`src/rtl/hashed_trie_edge_map_core_macros.svh`:
```
// ----------------------------------------------------------------------------
// Assertion macros for the edge map core
// Small wrappers for the concurrent checks at the end of the top level.
// ----------------------------------------------------------------------------
`ifndef HASHED_TRIE_EDGE_MAP_CORE_MACROS_SVH
`define HASHED_TRIE_EDGE_MAP_CORE_MACROS_SVH

// Implication that must hold on every rising clock edge outside reset.
`define HTEM_ASSERT_IMPL(label, ante, cons, msg) \
    label: assert property (@(posedge aclk) disable iff (!aresetn) (ante) |-> (cons)) \
        else $error(msg);

// Implication whose consequent is checked in the cycle after the antecedent.
`define HTEM_ASSERT_NEXT(label, ante, cons, msg) \
    label: assert property (@(posedge aclk) disable iff (!aresetn) (ante) |=> (cons)) \
        else $error(msg);

`endif

```
`src/rtl/htem_pkg.sv`:
```
// ----------------------------------------------------------------------------
// Edge map package
// Shared types, codes and defaults of the hashed trie edge map.
// ----------------------------------------------------------------------------
package htem_pkg;

    localparam int MAX_NODES_DEF = 1024;
    localparam int BUCKETS_DEF   = 1364;
    localparam logic [15:0] ALPHABET_RESET = 16'd256;

    localparam logic [1:0] ACT_LOOKUP = 2'd0;
    localparam logic [1:0] ACT_CREATE = 2'd1;
    localparam logic [1:0] ACT_DELETE = 2'd2;

    localparam logic [2:0] ST_FOUND    = 3'd0;
    localparam logic [2:0] ST_CREATED  = 3'd1;
    localparam logic [2:0] ST_ABSENT   = 3'd2;
    localparam logic [2:0] ST_FULL     = 3'd3;
    localparam logic [2:0] ST_DELETED  = 3'd4;
    localparam logic [2:0] ST_DEL_NONE = 3'd5;

    typedef enum logic [3:0] {
        S_CLEAR, S_IDLE, S_HASH, S_MOD, S_HEAD, S_READ, S_CHECK,
        S_UNLINK, S_POP, S_WRITE, S_DONE
    } state_t;

    // Controller to datapath.
    typedef struct packed {
        logic load;      // capture the input item
        logic hash;      // form parent*alphabet+symbol
        logic modstep;   // one reduction step of the hash
        logic head_rd;   // read the bucket head
        logic rec_rd;    // read the record at cur
        logic advance;   // move to the next record
        logic unlink;    // unlink the hit record
        logic pop_rd;    // read top of freed stack
        logic create;    // write new record and head
        logic clr_wr;    // clearing pass write
        logic res_load;  // load the result register
        logic [2:0] res_status;
    } cmd_t;

    // Datapath to controller.
    typedef struct packed {
        logic [1:0] action;
        logic mod_done;
        logic cur_zero;
        logic match;
        logic walk_over;
        logic free_empty;
        logic fresh_out;
        logic clr_last;
    } sts_t;

endpackage

```
`src/rtl/htem_ctrl.sv`:
```
// ----------------------------------------------------------------------------
// Edge map controller
// Sequences hashing, chain walk, create and delete over the datapath.
// ----------------------------------------------------------------------------
module htem_ctrl (
    input  logic           aclk,
    input  logic           aresetn,
    input  logic           in_valid,
    output logic           in_ready,
    input  logic           res_busy,
    input  htem_pkg::sts_t sts,
    output htem_pkg::cmd_t cmd
);
    import htem_pkg::*;

    state_t state_reg, state_next;

    always_ff @(posedge aclk) begin
        if (!aresetn) state_reg <= S_CLEAR;
        else          state_reg <= state_next;
    end

    always_comb begin
        state_next = state_reg;
        cmd = '0;
        in_ready = 1'b0;
        unique case (state_reg)
            S_CLEAR: begin
                cmd.clr_wr = 1'b1;
                if (sts.clr_last) state_next = S_IDLE;
            end
            S_IDLE: begin
                in_ready = !res_busy;
                if (in_valid && !res_busy) begin
                    cmd.load = 1'b1;
                    state_next = S_HASH;
                end
            end
            S_HASH: begin
                cmd.hash = 1'b1;
                state_next = S_MOD;
            end
            S_MOD: begin
                cmd.modstep = 1'b1;
                if (sts.mod_done) state_next = S_HEAD;
            end
            S_HEAD: begin
                cmd.head_rd = 1'b1;
                state_next = S_READ;
            end
            S_READ: begin
                if (sts.cur_zero || sts.walk_over) begin
                    state_next = S_DONE;
                    cmd.res_load = 1'b1;
                    if (sts.action == ACT_DELETE) begin
                        cmd.res_status = ST_DEL_NONE;
                    end else if (sts.action != ACT_CREATE) begin
                        cmd.res_status = ST_ABSENT;
                    end else if (sts.free_empty && sts.fresh_out) begin
                        cmd.res_status = ST_FULL;
                    end else begin
                        cmd.res_load = 1'b0;
                        cmd.pop_rd = 1'b1;
                        state_next = S_POP;
                    end
                end else begin
                    cmd.rec_rd = 1'b1;
                    state_next = S_CHECK;
                end
            end
            S_CHECK: begin
                if (sts.match) begin
                    if (sts.action == ACT_DELETE) begin
                        state_next = S_UNLINK;
                    end else begin
                        cmd.res_load = 1'b1;
                        cmd.res_status = ST_FOUND;
                        state_next = S_DONE;
                    end
                end else begin
                    cmd.advance = 1'b1;
                    state_next = S_READ;
                end
            end
            S_UNLINK: begin
                cmd.unlink = 1'b1;
                cmd.res_load = 1'b1;
                cmd.res_status = ST_DELETED;
                state_next = S_DONE;
            end
            S_POP: state_next = S_WRITE;
            S_WRITE: begin
                cmd.create = 1'b1;
                cmd.res_load = 1'b1;
                cmd.res_status = ST_CREATED;
                state_next = S_DONE;
            end
            S_DONE: state_next = S_IDLE;
            default: state_next = S_IDLE;
        endcase
    end

endmodule

```
`config.mk`:
```
export PLATFORM = sky130hd
export DESIGN_NAME = htem_ctrl
export DESIGN_NICKNAME = d
export VERILOG_FILES = /design/src/rtl/hashed_trie_edge_map_core_macros.svh /design/src/rtl/htem_pkg.sv /design/src/rtl/htem_ctrl.sv
export SDC_FILE = /design/constraint.sdc
export NUM_CORES = 1
export LEC_CHECK = 0
export BUFFER_PORTS_ARGS = -buffer_cell sky130_fd_sc_hd__buf_4
export CAP_MARGIN = 30
export CORE_AREA = 2 2 42 44
export CTS_CLUSTER_SIZE = 8
export DETAILED_ROUTE_END_ITERATION = 10
export DIE_AREA = 0 0 44 46
export PLACE_DENSITY_LB_ADDON = 0.05
export SYNTH_ARGS = -nofsm -noshare
export SYNTH_HDL_FRONTEND = slang
export SYNTH_SLANG_ARGS = --single-unit
```
`constraint.sdc`:
```
create_clock -name aclk -period 2.94 [get_ports aclk]
set_input_delay 0.588 -clock aclk [delete_from_list [all_inputs] [get_ports aclk]]
set_output_delay 0.588 -clock aclk [all_outputs]
set_load 0.1 [all_outputs]
```
After elaboration in Yosys (flattened, before gate mapping)
Index checks and enable logic that the tools add are counted.
{"block": "word_totals", "reg_bits": 4, "input_bits": 13}
{"block": "op_classes", "eq_ne": 14, "mux": 38, "n_reduce_logical": 7}
{"op": "4-bit two-way mux", "n": 9}
{"op": "4-bit case mux with 9 select lines", "n": 1}
{"op": "1-bit two-way mux", "n": 21}
{"op": "4-bit by 3-bit == test with 1-bit output (second input constant)", "n": 4}
{"op": "4-bit case mux with 4 select lines", "n": 1}
{"op": "2-bit two-way mux", "n": 5}
{"op": "4-bit by 2-bit == test with 1-bit output (second input constant)", "n": 2}
{"op": "4-bit == test (second input constant)", "n": 2}
{"op": "2-bit inequality test (second input constant)", "n": 3}
{"op": "4-bit by 1-bit == test with 1-bit output (second input constant)", "n": 1}
{"op": "4-bit logical NOT", "n": 1}
{"op": "3-bit two-way mux", "n": 1}
{"op": "3-bit AND reduction", "n": 1}
{"op": "2-bit == test (second input constant)", "n": 1}
{"op": "1-bit logical AND", "n": 2}
{"op": "2-bit by 1-bit inequality test with 1-bit output (second input constant)", "n": 1}
{"op": "2-bit OR reduction", "n": 1}
{"op": "1-bit logical NOT", "n": 1}
{"op": "1-bit logical OR", "n": 1}

Depth between registers and ports, before layout
{"block": "logic_depth", "depth_word": 6, "ltp_mapped": 5}

Least setup slack after synthesis
Ideal clock, no wire load.
{"block": "synth_timing", "path_type": "input -> output", "from": "input port res_busy", "to": "output port cmd[13] (netlist name)", "t_arrival_ns": 3.244, "required_time_ns": 2.352, "slack_ns": -0.892, "stages": 2, "path_cell_list": "nor4_2 -> and2_1"}
{"item": "start, declared", "line_no": "htem_ctrl.sv:10", "rtl": "input logic res_busy,"}
{"item": "end, declared", "line_no": "htem_ctrl.sv:12", "rtl": "output htem_pkg::cmd_t cmd"}

==> impl_results.md <==
* Worst vdd ir at around 0.00023 V
* Hold_sp: aresetn
* Num CTS Buffers at 3
* Cell area power density at 264.1 nW/um^2
* Flop2flop setup slack at 1.31 ns
* Register bit count reported by yosys at 4
* Die Wd at 44 microns
* Util after Layout at 0.4705
* Portion of the post-synthesis area used by sequential elements at 0.1527
* Combined area of all synthesized cells at ~520 sq um
* Finish-stage setup viols at 0
* Growth of design area from synthesis to finish at 44.87%
* Total Power at 0.0002005 W
* Syn_area_per_cell at 6.990 sq um
* Sum of negative setup slack at 0 ns
* Ports placed on the boundary at 28
* Antenna Violating Nets Remaining at 0
* Leak Pwr at 0.3458 nW
* CP startpoint kind: register
* Starting density of the core at 0.3248
* Number of cells produced by synthesis at 75
* Cells resized by post-CTS repair at 0
* Final routed wire length divided by cell count at between 10 and 15 microns
* Via count of the routed design at 612
* Total of hold buffers inserted after clock tree synthesis at 0
* Buffers added on ports at 27
* Comb power frac at 0.338
* Number of detailed-routing iterations run before antenna repair at 4
* Sequence of cells on the critical path: nand2b_1 -> nor2_1 -> and2_1 -> and3_1 -> buf_4
* Part of the power in registers at 0.308
* Area of the multi-input gates at 421.7 sq um
* Final count of pins violating max slew at 0
* Final hold violation count at 0
* Predominant post-synthesis flop cell: sky130_fd_sc_hd__dfxtp_1
* Net count, final at 115
* Vias per std cell at 5.231
* Unrepaired setup endpoints after global routing: no
* Count of unresolved DRC violations after routing at 0
* Cells after DPL at 114
* Placer congestion estimate at between 0.7 and 0.8
* Required @ worst endpoint at 2.35 ns
* Die Height at 46 microns
* Die area at 2024 sq um
* Path type of the worst setup path: register to output port
* HPWL after DPL at 1137 microns
* Antenna violations before repair at 0
* Hold Path Sink: state_reg[3]
* Area used by sequential logic in the layout at between 80 and 90 sq um
* Largest register FFs at 4
* Fin crit period at 2.574 ns
* Maximum buffer depth of the clock tree at 2
* Achievable Freq at 388.4 MHz
* Count of cells along the worst register-to-register path at 4
* Share of the clock period used by the worst path after layout at 0.8756
* R2R Path Start: state_reg[1]
* Hold WS at 0.5874 ns
* Fillers at 171
* Critical path peak fanout at 15
* TritonCTS Sinks at 4
* Reg clk slew, reported paths at 0.04 ns
* Switching power share of the total at 0.3699
* Crit path capture type: output port
* CTS H-Tree Depth at 1
* Vias in the first global route at 530
* Maximum number of pins on one net before global-route repair at 16
* Tightest Pin Transition at 0.5839 ns
* Worst slew margin relative to its limit at 0.6102
* Largest clock skew in the final design at 0.001864 ns
* Crit path largest cell delay at about 0.68 ns
* Post-CTS setup repair buffer count at 0
* Row count at 15
* CTS tree: done
* Share of total power in the clock network at 0.354
* Clock latency at the later pin of the worst-skew pair at 0.24 ns
* Fraction of registers with async set or reset after synthesis at 0
* Share of cells above drive strength 1 at 0.4400
* Area inside the core boundary at 1614 sq um
* Combined global-route utilization of all metal layers at 0.1575
* Worst endpoint data arrival time at 1.99 ns
* Count of flip-flops with a built-in enable after synthesis at 0
* Psw at about 0.000074 W
* Cell at the root of the clock tree: sky130_fd_sc_hd__clkbuf_4
* 1st-iter DRT viols at 9
* Total gr overflow at 0
* Synth cell types at 33
* Global-route wire length before repair at ~2300 microns
* Critical-path top delay cell: sky130_fd_sc_hd__dfxtp_1
* Final Non-Filler Cells at 117
* Critical R2R Capture: state_reg[1]
* Max-cap violations at 0
* Total wire length after detailed routing at 1429 microns
* Int Pwr at 0.0001264 W
* Antenna diodes at 0
* Hold Crit Class: input port to register
* Total of warnings raised by yosys at 0
* Result of the run: complete, no violations
* Post-Syn Nets at 88
* Worst hold path stage count at 2
-- critical path: cells and delay by family (launching register included) --
| kind | cells | cell delay (ns) |
|---|---|---|
| DFF | 1 | 0.68 |
| and+or+nand+nor | 4 | 0.78 |
| buffers and inverters | 1 | 0.28 |
-- power groups by stage --
stage | Combinational (W) | Clock [W] | Sequential, W
floorplan | 0.0000510 | 0 | 0.0000580
global placement | 0.0000685 | 0 | 0.0000623
detailed placement | 0.0000682 | 0 | 0.0000626
CTS | 0.0000683 | 0.0000721 | 0.0000617
global route | 0.0000740 | 0.0000748 | 0.0000625
finish | 0.0000679 | 0.0000710 | 0.0000617
-- stage by stage --
| stage | worst slack (ns) | cell area, sq um |
|---|---|---|
| floorplan | -0.1789 | 554.3 |
| global placement | 0.6657 | 737.0 |
| detailed placement | 0.6259 | 737.0 |
| CTS | 0.3677 | 759.5 |
| global route | 0.2211 | 759.5 |
| finish | 0.3657 | 759.5 |
-- routing by layer --
metal / vias up / track usage / wire (microns)
li1: 321 / - / -
met4: 0 / 0.03636 / 0
met3: 0 / 0.04762 / 68
met5: - / 0 / 0
met1: 275 / 0.2061 / 629
met2: 16 / 0.2529 / 731
-- how the worst max path moves through the flow --
stage | startpoint | endpoint | slack (ns) | cells after the start
global placement | state_reg[2] | cmd[1] | 0.67 | 5
floorplan | res_busy | cmd[13] | -0.18 | 2
detailed placement | state_reg[2] | cmd[1] | 0.63 | 5
global route | state_reg[2] | cmd[1] | 0.22 | 5
CTS | state_reg[2] | cmd[1] | 0.37 | 5
finish | state_reg[2] | cmd[1] | 0.37 | 5
-- cell usage in the layout, fill, tap and decap left out, types with 2 or more instances in the layout --
master	netlist	final
sky130_fd_sc_hd__a21o_1	2	2
sky130_fd_sc_hd__a21oi_2	2	2
sky130_fd_sc_hd__a31oi_1	2	2
sky130_fd_sc_hd__and2_1	2	2
sky130_fd_sc_hd__and3_1	2	2
sky130_fd_sc_hd__buf_4	2	27
sky130_fd_sc_hd__clkbuf_4	0	3
sky130_fd_sc_hd__dfxtp_1	4	4
sky130_fd_sc_hd__inv_1	3	3
sky130_fd_sc_hd__nand2_1	7	7
sky130_fd_sc_hd__nand2b_1	3	3
sky130_fd_sc_hd__nand3_1	4	4
sky130_fd_sc_hd__nor2_1	8	8
sky130_fd_sc_hd__nor2_2	2	2
sky130_fd_sc_hd__nor2b_1	3	3
sky130_fd_sc_hd__nor3_2	2	5
sky130_fd_sc_hd__o21a_1	2	2
sky130_fd_sc_hd__o21ai_0	3	3
sky130_fd_sc_hd__o22ai_1	3	2
-- logic make-up after synthesis --
logic type	after synthesis	share of synthesized area
AO/OA/AOI/OAI	18	0.2363
buffers and inverters	8	0.1002
flip-flops	4	0.1528
AND/OR/NAND/NOR	45	0.5108
-- cells in the mapped netlist, types with 2 or more instances --
master                     instances  area share
sky130_fd_sc_hd__a31oi_1           2       0.024
sky130_fd_sc_hd__nor2_2            2       0.024
sky130_fd_sc_hd__nand3_1           4       0.038
sky130_fd_sc_hd__a21oi_2           2       0.033
sky130_fd_sc_hd__dfxtp_1           4        0.15
sky130_fd_sc_hd__a21o_1            2       0.029
sky130_fd_sc_hd__nor2b_1           3       0.036
sky130_fd_sc_hd__and3_1            2       0.024
sky130_fd_sc_hd__o21ai_0           3       0.029
sky130_fd_sc_hd__o21a_1            2       0.029
sky130_fd_sc_hd__o22ai_1           3       0.036
sky130_fd_sc_hd__nor2_1            8       0.057
sky130_fd_sc_hd__nor3_2            2       0.038
sky130_fd_sc_hd__nand2b_1          3       0.036
sky130_fd_sc_hd__nand2_1           7       0.050
sky130_fd_sc_hd__inv_1             3       0.021
sky130_fd_sc_hd__and2_1            2       0.024
sky130_fd_sc_hd__buf_4             2       0.029
sky130_fd_sc_hd__buf_6             2       0.043
sky130_fd_sc_hd__nor3_1            4       0.038
-- cell type report --
type / count / share of cell area
multi-input cells: 63 / 0.5552
repair buffers: 27 / 0.2669
flip-flops and latches: 4 / 0.1054
clock buffers: 3 / 0.02965
well taps: 17 / 0.02801
inverters: 3 / 0.01483
No activity file was read; power rests on OpenSTA's default activity.
